--- config.mk ---
export PLATFORM = sky130hd
export DESIGN_NAME = tlik_isqrt
export DESIGN_NICKNAME = d
export VERILOG_FILES = /design/src/tlik_pkg.sv /design/src/tlik_isqrt.sv
export SDC_FILE = /design/constraint.sdc
export NUM_CORES = 2
export LEC_CHECK = 0
export ABC_AREA = 1
export ABC_CLOCK_PERIOD_IN_PS = 4600
export BUFFER_PORTS_ARGS = -buffer_cell sky130_fd_sc_hd__buf_2
export CORE_ASPECT_RATIO = 0.6
export CORE_UTILIZATION = 40
export CTS_BUF_LIST = sky130_fd_sc_hd__clkbuf_8
export DETAILED_ROUTE_END_ITERATION = 10
export PLACE_DENSITY_LB_ADDON = 0.12
export SYNTH_ARGS = -nofsm -noshare
export SYNTH_HDL_FRONTEND = slang
export SYNTH_SLANG_ARGS = --single-unit
--- constraint.sdc ---
create_clock -name i_clk -period 4.6 [get_ports i_clk]
set_input_delay 0.23 -clock i_clk [delete_from_list [all_inputs] [get_ports i_clk]]
set_output_delay 0.23 -clock i_clk [all_outputs]
set_load 0.02 [all_outputs]
--- src/tlik_pkg.sv ---
`timescale 1ns / 1ps
`default_nettype none

package tlik_pkg;

    // Register stages of the square root unit, two result bits per stage
    localparam int SQRT_STAGES  = 16;
    // CORDIC micro-rotations and total latency of one atan2 unit
    localparam int CORDIC_STEPS = 23;
    localparam int ATAN_LAT     = 32;

    // 90 degrees in 1/64 degree
    localparam logic signed [17:0] ANG_RIGHT = 18'sd5760;

    typedef enum logic [2:0] {
        CFG_UPPER_LENGTH     = 3'd0,
        CFG_FORE_LENGTH      = 3'd1,
        CFG_UPPER_ZERO_ANGLE = 3'd2,
        CFG_FORE_ZERO_ANGLE  = 3'd3,
        CFG_UPPER_INVERTED   = 3'd4,
        CFG_FORE_INVERTED    = 3'd5
    } t_cfg_idx;

    // Values that ride along with the square root
    typedef struct packed {
        logic signed [15:0] x;
        logic signed [15:0] y;
        logic signed [32:0] n;
        logic signed [33:0] p;
        logic               fail;
    } t_side;

    // atan(2^-i) in 2^-16 degree, rounded to nearest
    function automatic logic [21:0] atan_step(input logic [4:0] i);
        case (i)
            5'd0:    atan_step = 22'd2949120;
            5'd1:    atan_step = 22'd1740967;
            5'd2:    atan_step = 22'd919879;
            5'd3:    atan_step = 22'd466945;
            5'd4:    atan_step = 22'd234379;
            5'd5:    atan_step = 22'd117304;
            5'd6:    atan_step = 22'd58666;
            5'd7:    atan_step = 22'd29335;
            5'd8:    atan_step = 22'd14668;
            5'd9:    atan_step = 22'd7334;
            5'd10:   atan_step = 22'd3667;
            5'd11:   atan_step = 22'd1833;
            5'd12:   atan_step = 22'd917;
            5'd13:   atan_step = 22'd458;
            5'd14:   atan_step = 22'd229;
            5'd15:   atan_step = 22'd115;
            5'd16:   atan_step = 22'd57;
            5'd17:   atan_step = 22'd29;
            5'd18:   atan_step = 22'd14;
            5'd19:   atan_step = 22'd7;
            5'd20:   atan_step = 22'd4;
            5'd21:   atan_step = 22'd2;
            5'd22:   atan_step = 22'd1;
            default: atan_step = 22'd0;
        endcase
    endfunction

endpackage

`default_nettype wire

--- src/tlik_isqrt.sv ---
`timescale 1ns / 1ps
`default_nettype none

module tlik_isqrt (
    input  wire logic           i_clk,
    input  wire logic           i_rst_n,
    input  wire logic           i_en,
    input  wire logic           i_valid,
    input  wire logic [62:0]    i_rad,
    input  wire tlik_pkg::t_side i_side,
    output logic                o_valid,
    output logic [31:0]         o_root,
    output tlik_pkg::t_side     o_side
);
    import tlik_pkg::*;

    logic        r_v    [1:SQRT_STAGES];
    logic [31:0] r_root [1:SQRT_STAGES];
    t_side       r_side [1:SQRT_STAGES];
    logic [33:0] r_rem  [1:SQRT_STAGES-1];
    logic [63:0] r_rad  [1:SQRT_STAGES-1];

    genvar k;
    for (k = 0; k < SQRT_STAGES; k++) begin : g_stg
        logic        a_v;
        logic [33:0] a_rem;
        logic [31:0] a_root;
        logic [63:0] a_rad;
        t_side       a_side;
        logic [33:0] n_rem;
        logic [31:0] n_root;

        if (k == 0) begin : g_head
            assign a_v    = i_valid;
            assign a_rem  = '0;
            assign a_root = '0;
            assign a_rad  = {1'b0, i_rad};
            assign a_side = i_side;
        end else begin : g_body
            assign a_v    = r_v[k];
            assign a_rem  = r_rem[k];
            assign a_root = r_root[k];
            assign a_rad  = r_rad[k];
            assign a_side = r_side[k];
        end

        // two restoring digit steps
        always_comb begin
            logic [35:0] w_rem;
            logic [35:0] w_try;
            n_rem  = a_rem;
            n_root = a_root;
            for (int s = 0; s < 2; s++) begin
                w_rem = {n_rem, a_rad[63-2*s -: 2]};
                w_try = {2'b00, n_root, 2'b01};
                if (w_rem >= w_try) begin
                    n_rem  = 34'(w_rem - w_try);
                    n_root = {n_root[30:0], 1'b1};
                end else begin
                    n_rem  = w_rem[33:0];
                    n_root = {n_root[30:0], 1'b0};
                end
            end
        end

        always_ff @(posedge i_clk) begin
            if (!i_rst_n) begin
                r_v[k+1] <= 1'b0;
            end else if (i_en) begin
                r_v[k+1] <= a_v;
            end
        end

        always_ff @(posedge i_clk) begin
            if (i_en) begin
                r_root[k+1] <= n_root;
                r_side[k+1] <= a_side;
            end
        end

        if (k < SQRT_STAGES - 1) begin : g_fwd
            always_ff @(posedge i_clk) begin
                if (i_en) begin
                    r_rem[k+1] <= n_rem;
                    r_rad[k+1] <= {a_rad[59:0], 4'b0000};
                end
            end
        end
    end

    assign o_valid = r_v[SQRT_STAGES];
    assign o_root  = r_root[SQRT_STAGES];
    assign o_side  = r_side[SQRT_STAGES];

endmodule

`default_nettype wire

==> reports/qor.tcl <==
set qor(die_width_um) 769.7
set qor(tritoncts) {done}
set qor(criticalPathCategory) {register to register}
set qor(leakage_nw) 78.46
set qor(post_route_cells_drive_above_1_share_pct) 25.48
set qor(floorplan.initialDensity_pct) 40.34
set qor(crit_path_top_delay_cell) {edfxtp_1}
set qor(timing.max_cap.violations) 0
set qor(synth_enable_flop_cells) 2849
set qor(synth_nets) 14670
set qor(yosys_warnings) 0
set qor(postSynth.asyncResetShare_pct) 0
set qor(place_hpwl_mm) 332.8
set qor(route.antenna.remaining_nets) 0
set qor(vias) 111300
set qor(failed_checks) {setup timing}
set qor(required_ns) 5.38
set qor(timing.final.hold_violations) 0
set qor(detail_route.drc_violations) 0
set qor(outcome) {finished with violations}
set qor(wirelength_mm) 430.3
set qor(worst_path_largest_cell_delay_ns) 0.42
set qor(layout-area-overhead-vs-synth_pct) 30.19
set qor(power.density_cell_area_nw_per_um2) 525.7
set qor(multi_input_comb_area_um2) 51950
set qor(regArea_um2) 85550
set qor(synth_area_um2) 141400
set qor(num_ports) 300
set qor(worstSkewPairLatency_ns) 1.11
set qor(timing_worst_slew_pin_value_ns) 1.039
set qor(initialDrtViolationCount) 10900
set qor(p_total_mw) 96.82
set qor(ys_ff_latch) 2849
set qor(critical_path_peak_fanout) 31
set qor(grt_pass1_wl_mm) 631.2
set qor(finalMaxSlewViolations) 0
set qor(most_common_cell_after_layout_fill_and_taps_aside) {nand2_1}
set qor(synth_seq_area_share_pct) 60.48
set qor(grt_start_max_net_pins) 187
set qor(post_drt_wl_per_cell_um) 19.04
set qor(post-route-cell-area_um2) 184200
set qor(final.fill_count) 32130
set qor(crit_path_end_kind) {register}
set qor(post_synth.cell_area_avg_um2) 10.14
set qor(port_buffers) 299
set qor(drt_first_pass_iters) 8
set qor(final.setup.worst_slack_ns) -0.003799
set qor(worst_clock_skew_ns) 0.1426
set qor(grt_usage_pct) 23.18
set qor(worst_hold_path_type) {input pin to register}
set qor(ctsLongestPathBuffers) 4
set qor(synth_top_flop_cell) {edfxtp_1}
set qor(post_drt_via_cell_ratio) 4.927
set qor(worst_ep_arrival_time_ns) 5.39
set qor(final.period_utilization_pct) 100.1
set qor(h-tree-depth) 5
set qor(clk_transition_reported_paths_ns) 0.06
set qor(syn-instance-count) 13950
set qor(critical_path.most_common_cell) {nand2_4}
set qor(timing.max_slew.rel_slack_pct) 30.73
set qor(root_buffer) {clkbuf_8}
set qor(fp.dieH_um) 462.6
set qor(placement_rows) 168
set qor(cts_num_sinks) 2849
set qor(fin_crit_ns) 4.604
set qor(startpoint_type) {register}
set qor(antenna_found_initial) 14
set qor(die-area_um2) 356100
set qor(mostFrequentLayoutCells) {nand2_1, edfxtp_1, buf_4, inv_1, nor2_1}
set qor(gr-total-overflow) 0
set qor(irDropWorstVdd_mv) 0.2848
set qor(tritoncts_buffer_count) 420
set qor(placed_area_um2) 167700
set qor(place_congestion) 0.9562
set qor(final_net_count) 18320
set qor(first_global_vias) 102200
set qor(totalNegativeSetupSlack_ns) -0.003799
set qor(core_box_area_um2) 350600
set qor(count_of_endpoints_failing_setup_in_the_final_report) 1
set qor(fin_util_pct) 52.52
set qor(grt_setup_unrepaired) {true}
set qor(synth.distinct_cells) 71
set qor(fmax_ghz) 0.2172
metrics by stage:
| stage | setup WS (ns) | std cells | hold slack [ns] |
|---|---|---|---|
| 2_1_floorplan | 0.3592 | 13950 | 0.3289 |
| 3_3_place_gp | -1.306 | 21330 | 0.4002 |
| 3_5_place_dp | -1.296 | 21330 | 0.4045 |
| 4_1_cts | -0.002445 | 22450 | 0.002207 |
| 5_1_grt | -0.1791 | 22600 | 0.1148 |
| 6_report | -0.003799 | 22600 | 0.1394 |
cell type report:
cell class	instances	share of cell area (%)
repair inverters	4	0.01834
repair buffers	3367	14.39
inverters	1706	3.517
clock buffers	422	3.154
well taps	4675	3.176
clock inverters	322	1.071
multi-input cells	9250	28.21
diodes	2	0.002718
flip-flops and latches	2849	46.46
flip-flops by register name (all words and copies together) (netlist names):
| name | flops |
|---|---|
| r_rad | 480 |
| r_side | 1600 |
| r_v | 16 |
| r_rem | 481 |
| r_root | 272 |
cells by family (layout without fill, tap and decap cells):
group | Yosys count | after routing | synth area share (%)
compound gates | 1774 | 1774 | 6.958
xor+xnor | 498 | 498 | 3.089
fa+ha+maj | 556 | 556 | 4.918
buf+inv | 1850 | 5821 | 5.240
flops | 2849 | 2849 | 60.48
other cells | 0 | 2 | 0
simple gates | 6421 | 6422 | 19.31
worst max-delay path: cells and delay by family (launching register included):
kind | cells | cell delay [ns]
AO/OA/AOI/OAI | 2 | 0.12
flip-flops | 1 | 0.42
buffers and inverters | 12 | 1.44
adder cells (fa/ha/maj) | 2 | 0.57
AND/OR/NAND/NOR | 18 | 1.78
synth_stat cells, types with 42 or more instances:
master / number / share of area, %
a21o_1: 55 / 0.29
nand2_1: 3476 / 9.2
nor2_1: 1347 / 3.6
ha_1: 556 / 4.9
clkbuf_1: 46 / 0.12
nor2_2: 50 / 0.22
nand2_2: 50 / 0.22
xor2_1: 262 / 1.6
o21ai_1: 59 / 0.21
o21a_1: 50 / 0.27
inv_1: 1668 / 4.4
o21ai_0: 624 / 2.2
buf_6: 42 / 0.33
nand3_1: 825 / 2.9
nor4_1: 48 / 0.21
nand3b_1: 48 / 0.25
edfxtp_1: 2849 / 60
a21oi_1: 738 / 2.6
xnor2_1: 235 / 1.5
a31oi_1: 54 / 0.24
nor3_1: 188 / 0.67
nand4_1: 229 / 1.0
o21bai_1: 55 / 0.29
final timing paths:
path | cells after the start | startpoint | to | slack, ns
hold / removal | 5 | i_rad[60] | r_rem[0][67] | 0.14
setup reg to reg | 34 | r_root[0][451] | r_rem[3][112] | -0.004
hold reg to reg | 0 | r_rad[0][171] | r_rad[0][235] | 0.35
setup / recovery | 34 | r_root[0][451] | r_rem[3][112] | -0.004
power by group:
group | switching [mW] | internal, mW | leakage [nW]
clock | 10.0 | 9.57 | 4.39
sequential | 1.71 | 32.2 | 27.7
combinational | 24.8 | 18.5 | 46.4
timing repair:
action / in CTS / in global routing
endpoints found under the hold margin: 524 / 0
pin swaps: 8 / 143
setup buffers: 39 / 131
hold buffers: 332 / 0
setup endpoints to repair: 256 / 419
cloned: 1 / 17
resized for setup: 139 / 866
metal layers:
layer  track usage (%)  share of wire [%]
met5            0.1471              0.022
met4             3.897                1.5
met3             7.491                 11
met2             27.35                 34
met1             39.64                 53
(Power assumes the default switching activity.)
